`src/rtl/ngahr_pkg.sv`:
```
// ----------------------------------------------------------------------------
// ngahr_pkg
// Shared widths, register indexes and the configuration bundle of the noise
// gate with attack, hold and release smoothing.
// ----------------------------------------------------------------------------
package ngahr_pkg;

    localparam int SAMPLE_WIDTH_DEF   = 24;
    localparam int GAIN_FRAC_BITS_DEF = 16;

    localparam int THR_W      = 24;
    localparam int COEF_W     = 16;
    localparam int HOLD_W     = 20;
    localparam int MAKEUP_W   = 21;
    localparam int GAIN_OUT_W = 17;
    localparam int CFG_IDX_W  = 3;
    localparam int CFG_DATA_W = 24;

    localparam int ITEM_QUEUE_DEPTH   = 2;
    localparam int RESULT_QUEUE_DEPTH = 4;

    typedef enum logic [CFG_IDX_W-1:0] {
        REG_THRESHOLD     = 3'd0,
        REG_ALPHA_ATTACK  = 3'd1,
        REG_ALPHA_RELEASE = 3'd2,
        REG_HOLD_SAMPLES  = 3'd3,
        REG_MAKEUP_GAIN   = 3'd4
    } cfg_reg_t;

    typedef struct packed {
        logic        [THR_W-1:0]    threshold_level;
        logic        [COEF_W-1:0]   alpha_attack;
        logic        [COEF_W-1:0]   alpha_release;
        logic        [HOLD_W-1:0]   hold_samples;
        logic signed [MAKEUP_W-1:0] makeup_gain;
    } cfg_t;

endpackage

```
`src/rtl/noise_gate_attack_hold_release.sv`:
```
// Noise gate with attack, hold and release smoothing. Each item is one signed
// sample and gives one result: the sample scaled by the smoothed gate gain
// plus makeup, rounded half up and saturated, together with the new smoothed
// gain. The gain recursion takes one item at a time, registering the product
// in its load state and updating the gain in its update state, which waits
// while the scaling pipeline is full; the output multiply runs in its own
// pipeline stages behind it. The user must write registers through the plain
// write port only while the block is idle; the block does not enforce this.
// ----------------------------------------------------------------------------
// noise_gate_attack_hold_release
// Top level: configuration registers, sample classifier and gain unit.
// ----------------------------------------------------------------------------
module noise_gate_attack_hold_release #(
    parameter int SAMPLE_WIDTH   = ngahr_pkg::SAMPLE_WIDTH_DEF,
    parameter int GAIN_FRAC_BITS = ngahr_pkg::GAIN_FRAC_BITS_DEF
) (
    input  logic                                 clk,
    input  logic                                 rst_n,
    input  logic                                 cfg_we,
    input  logic [ngahr_pkg::CFG_IDX_W-1:0]      cfg_index,
    input  logic [ngahr_pkg::CFG_DATA_W-1:0]     cfg_data,
    input  logic                                 push,
    input  logic signed [SAMPLE_WIDTH-1:0]       sample_in,
    output logic                                 full,
    input  logic                                 pop,
    output logic                                 empty,
    output logic signed [SAMPLE_WIDTH-1:0]       sample_out,
    output logic [ngahr_pkg::GAIN_OUT_W-1:0]     gate_gain
);

    ngahr_pkg::cfg_t             cfg_reg;
    logic                        item_valid;
    logic signed [SAMPLE_WIDTH-1:0] item_sample;
    logic                        item_open;
    logic                        item_pop;

    always_ff @(posedge clk or negedge rst_n)
    begin
        if (!rst_n)
        begin
            cfg_reg <= '0;
        end
        else if (cfg_we)
        begin
            case (cfg_index)
                ngahr_pkg::REG_THRESHOLD:
                    cfg_reg.threshold_level <= cfg_data[ngahr_pkg::THR_W-1:0];
                ngahr_pkg::REG_ALPHA_ATTACK:
                    cfg_reg.alpha_attack <= cfg_data[ngahr_pkg::COEF_W-1:0];
                ngahr_pkg::REG_ALPHA_RELEASE:
                    cfg_reg.alpha_release <= cfg_data[ngahr_pkg::COEF_W-1:0];
                ngahr_pkg::REG_HOLD_SAMPLES:
                    cfg_reg.hold_samples <= cfg_data[ngahr_pkg::HOLD_W-1:0];
                ngahr_pkg::REG_MAKEUP_GAIN:
                    cfg_reg.makeup_gain <= $signed(cfg_data[ngahr_pkg::MAKEUP_W-1:0]);
                default:
                begin
                    cfg_reg <= cfg_reg;
                end
            endcase
        end
    end

    ngahr_front #(
        .SAMPLE_WIDTH (SAMPLE_WIDTH)
    ) u_front (
        .clk             (clk),
        .rst_n           (rst_n),
        .threshold_level (cfg_reg.threshold_level),
        .push            (push),
        .sample_in       (sample_in),
        .full            (full),
        .item_pop        (item_pop),
        .item_valid      (item_valid),
        .item_sample     (item_sample),
        .item_open       (item_open)
    );

    ngahr_back #(
        .SAMPLE_WIDTH   (SAMPLE_WIDTH),
        .GAIN_FRAC_BITS (GAIN_FRAC_BITS)
    ) u_back (
        .clk         (clk),
        .rst_n       (rst_n),
        .cfg         (cfg_reg),
        .item_valid  (item_valid),
        .item_sample (item_sample),
        .item_open   (item_open),
        .item_pop    (item_pop),
        .pop         (pop),
        .empty       (empty),
        .sample_out  (sample_out),
        .gate_gain   (gate_gain)
    );

endmodule

```
`src/rtl/ngahr_fifo.sv`:
```
// ----------------------------------------------------------------------------
// ngahr_fifo
// Small flip-flop queue with push/full and pop/empty sides.
// ----------------------------------------------------------------------------
module ngahr_fifo #(
    parameter int WIDTH = 8,
    parameter int DEPTH = 2
) (
    input  logic             clk,
    input  logic             rst_n,
    input  logic             push,
    input  logic [WIDTH-1:0] push_data,
    output logic             full,
    input  logic             pop,
    output logic [WIDTH-1:0] pop_data,
    output logic             empty
);

    localparam int AW = (DEPTH > 1) ? $clog2(DEPTH) : 1;
    localparam logic [AW-1:0] LAST = AW'(DEPTH - 1);
    localparam logic [AW:0]   CAP  = (AW + 1)'(DEPTH);

    logic [WIDTH-1:0] mem_reg [DEPTH];
    logic [AW-1:0]    wptr_reg;
    logic [AW-1:0]    rptr_reg;
    logic [AW:0]      count_reg;
    logic             do_push;
    logic             do_pop;

    assign full     = (count_reg == CAP);
    assign empty    = (count_reg == '0);
    assign do_push  = push && !full;
    assign do_pop   = pop && !empty;
    assign pop_data = mem_reg[rptr_reg];

    always_ff @(posedge clk or negedge rst_n)
    begin
        if (!rst_n)
        begin
            wptr_reg  <= '0;
            rptr_reg  <= '0;
            count_reg <= '0;
        end
        else
        begin
            if (do_push)
            begin
                wptr_reg <= (wptr_reg == LAST) ? '0 : wptr_reg + 1'b1;
            end
            if (do_pop)
            begin
                rptr_reg <= (rptr_reg == LAST) ? '0 : rptr_reg + 1'b1;
            end
            if (do_push && !do_pop)
            begin
                count_reg <= count_reg + 1'b1;
            end
            else if (do_pop && !do_push)
            begin
                count_reg <= count_reg - 1'b1;
            end
        end
    end

    always_ff @(posedge clk)
    begin
        if (do_push)
        begin
            mem_reg[wptr_reg] <= push_data;
        end
    end

endmodule

```
`src/rtl/ngahr_front.sv`:
```
// ----------------------------------------------------------------------------
// ngahr_front
// Takes samples, classifies each against the threshold and queues it for
// the gain unit.
// ----------------------------------------------------------------------------
module ngahr_front #(
    parameter int SAMPLE_WIDTH = ngahr_pkg::SAMPLE_WIDTH_DEF
) (
    input  logic                           clk,
    input  logic                           rst_n,
    input  logic [ngahr_pkg::THR_W-1:0]    threshold_level,
    input  logic                           push,
    input  logic signed [SAMPLE_WIDTH-1:0] sample_in,
    output logic                           full,
    input  logic                           item_pop,
    output logic                           item_valid,
    output logic signed [SAMPLE_WIDTH-1:0] item_sample,
    output logic                           item_open
);

    localparam int CW = (SAMPLE_WIDTH > ngahr_pkg::THR_W) ? SAMPLE_WIDTH : ngahr_pkg::THR_W;

    logic [SAMPLE_WIDTH-1:0] mag;
    logic                    open;
    logic [SAMPLE_WIDTH:0]   q_in;
    logic [SAMPLE_WIDTH:0]   q_out;
    logic                    q_empty;

    // most negative sample wraps to 2^(w-1) when read unsigned
    assign mag  = sample_in[SAMPLE_WIDTH-1] ? SAMPLE_WIDTH'(-sample_in)
                                            : SAMPLE_WIDTH'(sample_in);
    assign open = !(CW'(mag) < CW'(threshold_level));
    assign q_in = {open, sample_in};

    ngahr_fifo #(
        .WIDTH (SAMPLE_WIDTH + 1),
        .DEPTH (ngahr_pkg::ITEM_QUEUE_DEPTH)
    ) u_item_q (
        .clk       (clk),
        .rst_n     (rst_n),
        .push      (push),
        .push_data (q_in),
        .full      (full),
        .pop       (item_pop),
        .pop_data  (q_out),
        .empty     (q_empty)
    );

    assign item_valid  = !q_empty;
    assign item_open   = q_out[SAMPLE_WIDTH];
    assign item_sample = $signed(q_out[SAMPLE_WIDTH-1:0]);

endmodule

```
`src/rtl/ngahr_back.sv`:
```
// ----------------------------------------------------------------------------
// ngahr_back
// Gain recursion with hold counter, followed by the makeup and output
// scaling pipeline and the result queue.
// ----------------------------------------------------------------------------
module ngahr_back #(
    parameter int SAMPLE_WIDTH   = ngahr_pkg::SAMPLE_WIDTH_DEF,
    parameter int GAIN_FRAC_BITS = ngahr_pkg::GAIN_FRAC_BITS_DEF
) (
    input  logic                                clk,
    input  logic                                rst_n,
    input  ngahr_pkg::cfg_t                     cfg,
    input  logic                                item_valid,
    input  logic signed [SAMPLE_WIDTH-1:0]      item_sample,
    input  logic                                item_open,
    output logic                                item_pop,
    input  logic                                pop,
    output logic                                empty,
    output logic signed [SAMPLE_WIDTH-1:0]      sample_out,
    output logic [ngahr_pkg::GAIN_OUT_W-1:0]    gate_gain
);

    localparam int F    = GAIN_FRAC_BITS;
    localparam int SW   = SAMPLE_WIDTH;
    localparam int GW   = F + 1;
    localparam int PGW  = 2 * F + 2;
    localparam int HCW  = ngahr_pkg::HOLD_W + 1;
    localparam int MKW  = ngahr_pkg::MAKEUP_W;
    localparam int TW   = ((F + 2 > MKW) ? F + 2 : MKW) + 1;
    localparam int PW   = SW + TW;
    localparam int YW   = PW - F;
    localparam int GOW  = ngahr_pkg::GAIN_OUT_W;
    localparam int GXW  = (GW > GOW) ? GW : GOW;
    localparam int CXW  = (GW > ngahr_pkg::COEF_W) ? GW : ngahr_pkg::COEF_W;
    localparam int RW   = GOW + SW;

    localparam logic [GW-1:0]  ONE      = GW'(1) << F;
    localparam logic [PGW-1:0] HALF_G   = PGW'(1) << (F - 1);
    localparam logic [PW-1:0]  HALF_P   = PW'(1) << (F - 1);
    localparam logic [YW-1:0]  HI_U     = {{(YW - SW + 1){1'b0}}, {(SW - 1){1'b1}}};
    localparam logic [YW-1:0]  LO_U     = ~HI_U;

    typedef enum logic {S_LOAD, S_UPD} state_t;
    typedef enum logic [1:0] {STEP_HOLD, STEP_ATTACK, STEP_RELEASE} step_t;

    state_t                 state_reg;
    step_t                  step_reg;
    logic [GW-1:0]          gain_reg;
    logic [HCW-1:0]         hold_count_reg;
    logic [PGW-1:0]         prod_g_reg;
    logic [GW-1:0]          one_minus_a_reg;
    logic                   open_reg;
    logic signed [SW-1:0]   sample_reg;

    logic                   st0_valid_reg;
    logic signed [SW-1:0]   st0_sample_reg;
    logic signed [TW-1:0]   st0_total_reg;
    logic [GW-1:0]          st0_gain_reg;
    logic                   st1_valid_reg;
    logic signed [PW-1:0]   st1_prod_reg;
    logic [GW-1:0]          st1_gain_reg;

    logic [HCW-1:0]         hold_ext;
    logic [HCW-1:0]         hc_next;
    step_t                  step_next;
    logic [CXW-1:0]         coef_x;
    logic [GW-1:0]          a_q;
    logic [PGW-1:0]         acc;
    logic [GW-1:0]          gain_next;
    logic signed [TW-1:0]   total_next;
    logic signed [PW-1:0]   prod_p;
    logic signed [PW-1:0]   rounded;
    logic signed [YW-1:0]   y;
    logic signed [SW-1:0]   y_sat;
    logic [GXW-1:0]         gain_x;
    logic [RW-1:0]          res_in;
    logic [RW-1:0]          res_out;
    logic                   res_full;
    logic                   res_push;
    logic                   st1_free;
    logic                   move01;
    logic                   st0_free;
    logic                   do_load;
    logic                   do_upd;

    // hold counter and step choice
    assign hold_ext = HCW'(cfg.hold_samples);

    always_comb
    begin
        hc_next = (hold_count_reg > hold_ext) ? hold_ext + 1'b1 : hold_count_reg + 1'b1;
        if (hc_next <= hold_ext)
        begin
            step_next = STEP_HOLD;
        end
        else if (!item_open || (gain_reg == ONE))
        begin
            step_next = STEP_ATTACK;
        end
        else
        begin
            step_next = STEP_RELEASE;
        end
    end

    assign coef_x = (step_next == STEP_ATTACK) ? CXW'(cfg.alpha_attack)
                                               : CXW'(cfg.alpha_release);
    assign a_q    = (coef_x > CXW'(ONE)) ? ONE : GW'(coef_x);

    // smoothing update from the registered product
    assign acc = prod_g_reg + (open_reg ? PGW'({one_minus_a_reg, {F{1'b0}}}) : '0) + HALF_G;

    always_comb
    begin
        case (step_reg)
            STEP_HOLD: gain_next = gain_reg;
            default:   gain_next = acc[2*F:F];
        endcase
    end

    assign total_next = TW'($signed({1'b0, gain_next})) + TW'(cfg.makeup_gain);

    // scaling pipeline flow
    assign res_push = st1_valid_reg && !res_full;
    assign st1_free = !st1_valid_reg || res_push;
    assign move01   = st0_valid_reg && st1_free;
    assign st0_free = !st0_valid_reg || move01;
    assign do_load  = (state_reg == S_LOAD) && item_valid;
    assign do_upd   = (state_reg == S_UPD) && st0_free;
    assign item_pop = do_load;

    always_ff @(posedge clk or negedge rst_n)
    begin
        if (!rst_n)
        begin
            state_reg       <= S_LOAD;
            step_reg        <= STEP_HOLD;
            gain_reg        <= ONE;
            hold_count_reg  <= '0;
            prod_g_reg      <= '0;
            one_minus_a_reg <= '0;
            open_reg        <= 1'b0;
            sample_reg      <= '0;
            st0_valid_reg   <= 1'b0;
            st0_sample_reg  <= '0;
            st0_total_reg   <= '0;
            st0_gain_reg    <= '0;
        end
        else
        begin
            case (state_reg)
                S_LOAD:
                begin
                    if (do_load)
                    begin
                        step_reg        <= step_next;
                        hold_count_reg  <= (step_next == STEP_RELEASE) ? '0 : hc_next;
                        prod_g_reg      <= PGW'(a_q) * PGW'(gain_reg);
                        one_minus_a_reg <= ONE - a_q;
                        open_reg        <= item_open;
                        sample_reg      <= item_sample;
                        state_reg       <= S_UPD;
                    end
                end
                S_UPD:
                begin
                    if (do_upd)
                    begin
                        gain_reg  <= gain_next;
                        state_reg <= S_LOAD;
                    end
                end
                default:
                begin
                    state_reg <= S_LOAD;
                end
            endcase

            if (do_upd)
            begin
                st0_valid_reg  <= 1'b1;
                st0_sample_reg <= sample_reg;
                st0_total_reg  <= total_next;
                st0_gain_reg   <= gain_next;
            end
            else if (move01)
            begin
                st0_valid_reg <= 1'b0;
            end
        end
    end

    assign prod_p = st0_sample_reg * st0_total_reg;

    always_ff @(posedge clk or negedge rst_n)
    begin
        if (!rst_n)
        begin
            st1_valid_reg <= 1'b0;
            st1_prod_reg  <= '0;
            st1_gain_reg  <= '0;
        end
        else
        begin
            if (move01)
            begin
                st1_valid_reg <= 1'b1;
                st1_prod_reg  <= prod_p;
                st1_gain_reg  <= st0_gain_reg;
            end
            else if (res_push)
            begin
                st1_valid_reg <= 1'b0;
            end
        end
    end

    // round half up, then saturate
    assign rounded = st1_prod_reg + $signed(HALF_P);
    assign y       = YW'(rounded >>> F);

    always_comb
    begin
        if (y > $signed(HI_U))
        begin
            y_sat = $signed(HI_U[SW-1:0]);
        end
        else if (y < $signed(LO_U))
        begin
            y_sat = $signed(LO_U[SW-1:0]);
        end
        else
        begin
            y_sat = y[SW-1:0];
        end
    end

    assign gain_x = GXW'(st1_gain_reg);
    assign res_in = {gain_x[GOW-1:0], y_sat};

    ngahr_fifo #(
        .WIDTH (RW),
        .DEPTH (ngahr_pkg::RESULT_QUEUE_DEPTH)
    ) u_result_q (
        .clk       (clk),
        .rst_n     (rst_n),
        .push      (res_push),
        .push_data (res_in),
        .full      (res_full),
        .pop       (pop),
        .pop_data  (res_out),
        .empty     (empty)
    );

    assign sample_out = $signed(res_out[SW-1:0]);
    assign gate_gain  = res_out[RW-1:SW];

endmodule
```
`config.mk`:
```
export PLATFORM = sky130hd
export DESIGN_NAME = noise_gate_attack_hold_release
export DESIGN_NICKNAME = d
export VERILOG_FILES = /design/src/rtl/ngahr_pkg.sv /design/src/rtl/noise_gate_attack_hold_release.sv /design/src/rtl/ngahr_fifo.sv /design/src/rtl/ngahr_front.sv /design/src/rtl/ngahr_back.sv
export SDC_FILE = /design/constraint.sdc
export NUM_CORES = 2
export LEC_CHECK = 0
export BUFFER_PORTS_ARGS = -buffer_cell sky130_fd_sc_hd__buf_4
export CAP_MARGIN = 30
export CORE_MARGIN = 8
export CORE_UTILIZATION = 25
export CTS_BUF_LIST = sky130_fd_sc_hd__clkbuf_8
export DETAILED_ROUTE_END_ITERATION = 16
export MAX_ROUTING_LAYER = met4
export SYNTH_ARGS = -nofsm -noshare
export SYNTH_HDL_FRONTEND = slang
export SYNTH_SLANG_ARGS = --single-unit
```
`constraint.sdc`:
```
create_clock -name clk -period 16.15 [get_ports clk]
set_input_delay 2.4225 -clock clk [delete_from_list [all_inputs] [get_ports clk]]
set_output_delay 2.4225 -clock clk [all_outputs]
set_load 0.02 [all_outputs]
```
Yosys cells after proc, flatten, opt, wreduce, memory -nomap -nowiden

Memory sizes are Yosys's and may differ from the RTL's.
Cells that the tools add are included.

Memories: 2
Flip-flop bits (word level): 352
Output and inout bits: 43
RAM bits: 214

Mux-type cells: 30
$lt $le $gt $ge: 6
Reductions and logical operators: 42
Add/sub/neg operators: 16
$mul: 2
Bitwise gates (word level): 1
Equality and inequality tests: 11

Memory list:

| memory                    | words | width | rd ports | clocked after Yosys merged registers in | wr ports | RTL line         | text |
|---|---|---|---|---|---|---|---|
| u_back.u_result_q.mem_reg | 4     | 41    | 1        | 0                                       | 1        | ngahr_fifo.sv:23 | `logic [WIDTH-1:0] mem_reg [DEPTH];` |
| u_front.u_item_q.mem_reg  | 2     | 25    | 1        | 0                                       | 1        | ngahr_fifo.sv:23 |  |

Operator list:

| operator                                                        | number |
|---|---|
| 2-to-1 mux 24 bit                                               | 3 |
| adder 46 x 17 -> 46 bit, second input constant                  | 1 |
| multiplier 24 x 22 -> 46 bit                                    | 1 |
| 2-to-1 mux 21 bit                                               | 2 |
| 2-to-1 mux 17 bit                                               | 2 |
| adder 33 x 16 -> 33 bit, second input constant                  | 1 |
| adder 33 bit                                                    | 1 |
| multiplier 17 x 17 -> 33 bit                                    | 1 |
| 2-to-1 mux 33 bit                                               | 1 |
| greater-than comparator 30 x 24 -> 1 bit, second input constant | 1 |
| less-than comparator 30 x 24 -> 1 bit, second input constant    | 1 |
| less-than comparator 24 bit                                     | 1 |
| negator 24 bit                                                  | 1 |
| adder 18 x 21 -> 22 bit                                         | 1 |
| adder 20 x 1 -> 21 bit, second input constant                   | 1 |
| adder 21 x 1 -> 21 bit, second input constant                   | 1 |
| greater-than comparator 21 x 20 -> 1 bit                        | 1 |
| <= comparator 21 x 20 -> 1 bit                                  | 1 |
| == test 17 bit, second input constant                           | 1 |
| greater-than comparator 17 bit, second input constant           | 1 |
| subtractor 17 bit, first input constant                         | 1 |
| 2-to-1 mux 16 bit                                               | 1 |
| AND reduction 2 bit                                             | 7 |
| logical AND 1 bit                                               | 12 |
| 20 further kinds                                                | 63 |

Logic depth before layout (Yosys ltp)

An unclocked memory read counts as a cell.

Depth after elaboration: 10
Gate-level depth with buffers: 57
Depth with buffers taken out: 50

By module

From an unflattened synthesis, not the netlist that was laid out.

Cells, all modules: 4883
Area, all modules: 51984.9 sq um

By module, submodules not included:

| module                         | cells each | instances | area an instance (sq um) |
|---|---|---|---|
| ngahr_back                     | 4184       | 1         | 38772.2 |
| ngahr_fifo (u_back.u_result_q) | 252        | 1         | 6384.9 |
| noise_gate_attack_hold_release | 209        | 1         | 3684.8 |
| ngahr_fifo (u_front.u_item_q)  | 97         | 1         | 2102.0 |
| ngahr_front                    | 141        | 1         | 1041.0 |

Worst setup path before layout

No wires, ideal clock.

Path kind: register to register
Start point: register cfg_reg[31] (netlist name)
End point: register u_back.prod_g_reg[32]
Arrival: 11.826 ns
Stages on the path, launching flop included: 52
Setup slack: 4.188 ns
Data required time: 16.014 ns
Setup time: 0.136 ns
Period minus slack after synthesis: 11.962 ns
Path buffers: 7
Path through: dfrtp_1 -> inv_1 -> ha_1 -> a21oi_1 -> nor2b_1 -> o21ai_0 -> a311oi_2 -> o31ai_4 -> buf_2 -> buf_2 -> buf_2 -> buf_2 -> nand2_1 -> o21ai_0 -> ha_1 -> buf_2 -> inv_1 -> nor4_2 -> (+16 left out) -> fa_1 -> fa_1 -> fa_1 -> fa_1 -> inv_1 -> fa_1 -> inv_1 -> ha_1 -> a21o_1 -> a21oi_1 -> o21ai_0 -> and3b_1 -> a211oi_1 -> nor3_1 -> o311ai_0 -> a21oi_1 -> xnor2_1 -> o21ai_0

Word-level cells in the longest chain between the ends: 9

Ends and longest elaborated chain:

| element                                                                                   | RTL line                             | text |
|---|---|---|
| start, declared                                                                           | noise_gate_attack_hold_release.sv:31 | `ngahr_pkg::cfg_t cfg_reg;` |
| start signal, assigned                                                                    | noise_gate_attack_hold_release.sv:58 | `cfg_reg <= cfg_reg;` |
| adder 20 x 1 -> 21 bit / greater-than comparator 21 x 20 -> 1 bit (equally long branches) | ngahr_back.sv:91                     | `hc_next = (hold_count_reg > hold_ext) ? hold_ext + 1'b1 : hold_count_reg + 1'b1;` |
| 2-to-1 mux 21 bit                                                                         | ngahr_back.sv:91                     |  |
| <= comparator 21 x 20 -> 1 bit *                                                          | ngahr_back.sv:92                     | `if (hc_next <= hold_ext)` |
| 2-to-1 mux 2 bit *                                                                        | ngahr_back.sv:92                     |  |
| == test 2 x 1 -> 1 bit *                                                                  | ngahr_back.sv:106                    | `assign coef_x = (step_next == STEP_ATTACK) ? CXW'(cfg.alpha_attack)` |
| 2-to-1 mux 16 bit *                                                                       | ngahr_back.sv:106                    |  |
| greater-than comparator 17 bit                                                            | ngahr_back.sv:108                    | `assign a_q = (coef_x > CXW'(ONE)) ? ONE : GW'(coef_x);` |
| 2-to-1 mux 17 bit *                                                                       | ngahr_back.sv:108                    |  |
| multiplier 17 x 17 -> 33 bit *                                                            | ngahr_back.sv:158                    | `prod_g_reg <= PGW'(a_q) * PGW'(gain_reg);` |
| end signal, assigned                                                                      | ngahr_back.sv:158                    |  |
| end, declared                                                                             | ngahr_back.sv:50                     | `logic [PGW-1:0] prod_g_reg;` |

Mark *: on every way between the ends. The rest lies on a longest branch, timed or not.
A chain may end at the register's enable or synchronous reset.

Worst setup path in the final report

Start point: register cfg_reg[39] (netlist name)
End point: register u_back.prod_g_reg[32]

The elaborated chain is that of the path after synthesis.

==> impl_metrics.env <==
export IMPL_grt_pass1_wl_um=221000
export IMPL_largest_reg_flops=164
export IMPL_hold_viol_final=0
export IMPL_crit_top_cell="inv_1"
export IMPL_antenna_found_initial=6
export IMPL_synthTopCellsByArea="fa_1 (29%), dfrtp_1 (15%), edfxtp_1 (12%)"
export IMPL_yosys_area_top_type="fa_1"
export IMPL_relSlewSlack=0.290
export IMPL_cts_root_buf="clkbuf_8"
export IMPL_fin_util=0.280
export IMPL_place_gp_congestion=0.873
export IMPL_crit_fanout=23
export IMPL_yosys_warnings=0
export IMPL_drive_gt1_frac=0.0998
export IMPL_grt_max_degree=122
export IMPL_reg2reg_depth=45
export IMPL_fin_worst_skew_ns=0.0969
export IMPL_start_util=0.251
export IMPL_synthDistinctLibCells=91
export IMPL_synth_fp_nets=6222
export IMPL_crit_family="compound AO/OA/AOI/OAI gates"
export IMPL_crit_slowest_cell="o31a_1"
export IMPL_clockBufferDepth=3
export IMPL_numCtsBuffers=89
export IMPL_first_pass_iters=6
export IMPL_synth_ff_type="dfrtp_1"
export IMPL_end_kind="register"
export IMPL_chipHeight_um=472
export IMPL_hold_depth=2
export IMPL_drt_wirelength_per_cell_um=17.6
export IMPL_synth_seq_cells=520
export IMPL_status="complete, no violations"
export IMPL_ctsResizeCount=0
export IMPL_grt_setup_unrepaired="false"
export IMPL_async_flop_share=0.588
export IMPL_cp_required_ns=16.81
export IMPL_synth_cells=5069
export IMPL_syn_area_per_cell_um2=10.2
export IMPL_finalWirelength_um=139000
export IMPL_cp_depth=45
export IMPL_io_pins=99
export IMPL_finalSetupViolCount=0
export IMPL_worstMarginPinSlew_ns=1.07
export IMPL_drtIter0Drc=2285
export IMPL_r2r_slack_ns=2.62
export IMPL_htree_levels=3
export IMPL_fp_coreArea_mm2=0.207
export IMPL_min_period_over_period=0.838
export IMPL_dp_cells=7716
export IMPL_grtUsageTotal=0.128
export IMPL_hp_class="register to register"
export IMPL_synth_edff_count=214
export IMPL_path_buf_inv=7
export IMPL_holdWs_ns=0.475
export IMPL_area_delta_synth_final_pct=11.5
export IMPL_grt_pass1_vias=38500
export IMPL_critical_path_class="register to register"
export IMPL_fmaxAchievable_mhz=73.9
export IMPL_clock_sinks=520
export IMPL_row_count=167
export IMPL_synth_seq_area_share=0.271
export IMPL_max_stage_delay_ns=0.74
export IMPL_place_hpwl_um=105000
export IMPL_io_buffers=98
export IMPL_nNetsFinal=6259
export IMPL_worstPathArrival_ns=14.19
export IMPL_worst_setup_path_start_kind="register"
export IMPL_synth_area_mm2=0.0519
export IMPL_drtAntennaViolNets=0
export IMPL_grt_overflow_total=0
export IMPL_postCtsSetupRepairBufs=0
export IMPL_synth_top_cell_area_share=0.289
export IMPL_drc=0
export IMPL_setup_tns_ns=0
export IMPL_dieArea_mm2=0.222
export IMPL_vias=35800
export IMPL_ctsHoldBuffers=0
export IMPL_worstSkewPairLatency_ns=0.83
export IMPL_vias_per_cell=4.53
export IMPL_maxCapViolCount=0
export IMPL_fin_cells=7891
export IMPL_final_max_slew_viol_count=0
export IMPL_period_needed_ns=13.53
export IMPL_clk_pin_slew_ns=0.06
export IMPL_die_w_um=472
export IMPL_cts_tree="yes"
kinds of logic (layout without fill, tap and decap cells):
logic type | count (synthesis) | in the layout | synth area share
fa+ha+maj | 1097 | 1097 | 0.373
simple gates | 1506 | 1506 | 0.136
xor+xnor | 171 | 171 | 0.0289
other cells | 0 | 6 | 0
mux | 192 | 192 | 0.0500
buf+inv | 1070 | 1182 | 0.0783
compound gates | 513 | 513 | 0.0624
flops | 520 | 520 | 0.271
placed cells by master (no fill, tap or decap), drive strengths merged, types with 24 or more instances in the layout:
| cell type | n |
|---|---|
| nor2 | 78 |
| a21o | 35 |
| nand3 | 57 |
| clkinv | 26 |
| nand2b | 42 |
| a21oi | 99 |
| nand2 | 873 |
| ha | 347 |
| buf | 181 |
| nor3 | 42 |
| nand4 | 26 |
| o21ai | 214 |
| and2 | 288 |
| xnor2 | 111 |
| inv | 868 |
| clkbuf | 101 |
| edfxtp | 214 |
| mux4 | 41 |
| dfrtp | 305 |
| xor2 | 60 |
| mux2 | 111 |
| and3 | 24 |
| fa | 750 |
| mux2i | 40 |
cells in the mapped netlist (all sizes together) (78+ instances only):
cell,instances
nand2,873
mux2,111
a21oi,99
clkbuf,196
fa,750
nor2,78
xnor2,111
dfrtp,305
edfxtp,214
and2,288
inv,835
ha,347
o21ai,214
stage by stage:
stage	setup slack [ns]	instance area, um2
floorplan	4.19	51900
finish	2.62	57900
global placement	2.74	55700
detailed placement	2.59	55900
global route	1.63	57900
CTS	2.56	57800
worst paths after layout:
check / startpoint / to
setup / recovery: cfg_reg[39] / u_back.prod_g_reg[32]
hold / removal: u_back.sample_reg[14] / u_back.st0_sample_reg[14]
setup reg to reg: cfg_reg[39] / u_back.prod_g_reg[32]
hold reg to reg: u_back.sample_reg[14] / u_back.st0_sample_reg[14]
max in group asynchronous: rst_n / u_back.u_result_q.rptr_reg[0]
min in group asynchronous: rst_n / cfg_reg[21]
worst reg2reg max path: cells and delay by family, from the launching register on:
kind	cells	cell delay [ns]
flip-flops	1	0.37
XOR/XNOR	2	0.31
adder cells (fa/ha/maj)	10	4.52
AO/OA/AOI/OAI	14	4.57
AND/OR/NAND/NOR	10	2.26
multiplexers	2	0.86
buffers and inverters	7	0.49
cell type report:
cell class,instances,area [um2]
fillers,21500,149000
multi-input cells,3479,33800
flip-flops and latches,520,14100
well taps,2704,3380
inverters,835,3140
repair buffers,181,1590
clock buffers,101,1390
clock inverters,65,454
diodes,6,15.0
per-layer routing:
metal	share of wire	track usage
met1	0.47	0.178
met2	0.43	0.189
met3	0.070	0.0279
met4	0.029	0.0370
met5	0	-
Power is not shown: default switching activity piles up to over one toggle a cycle in this logic, so the estimate is an artifact.
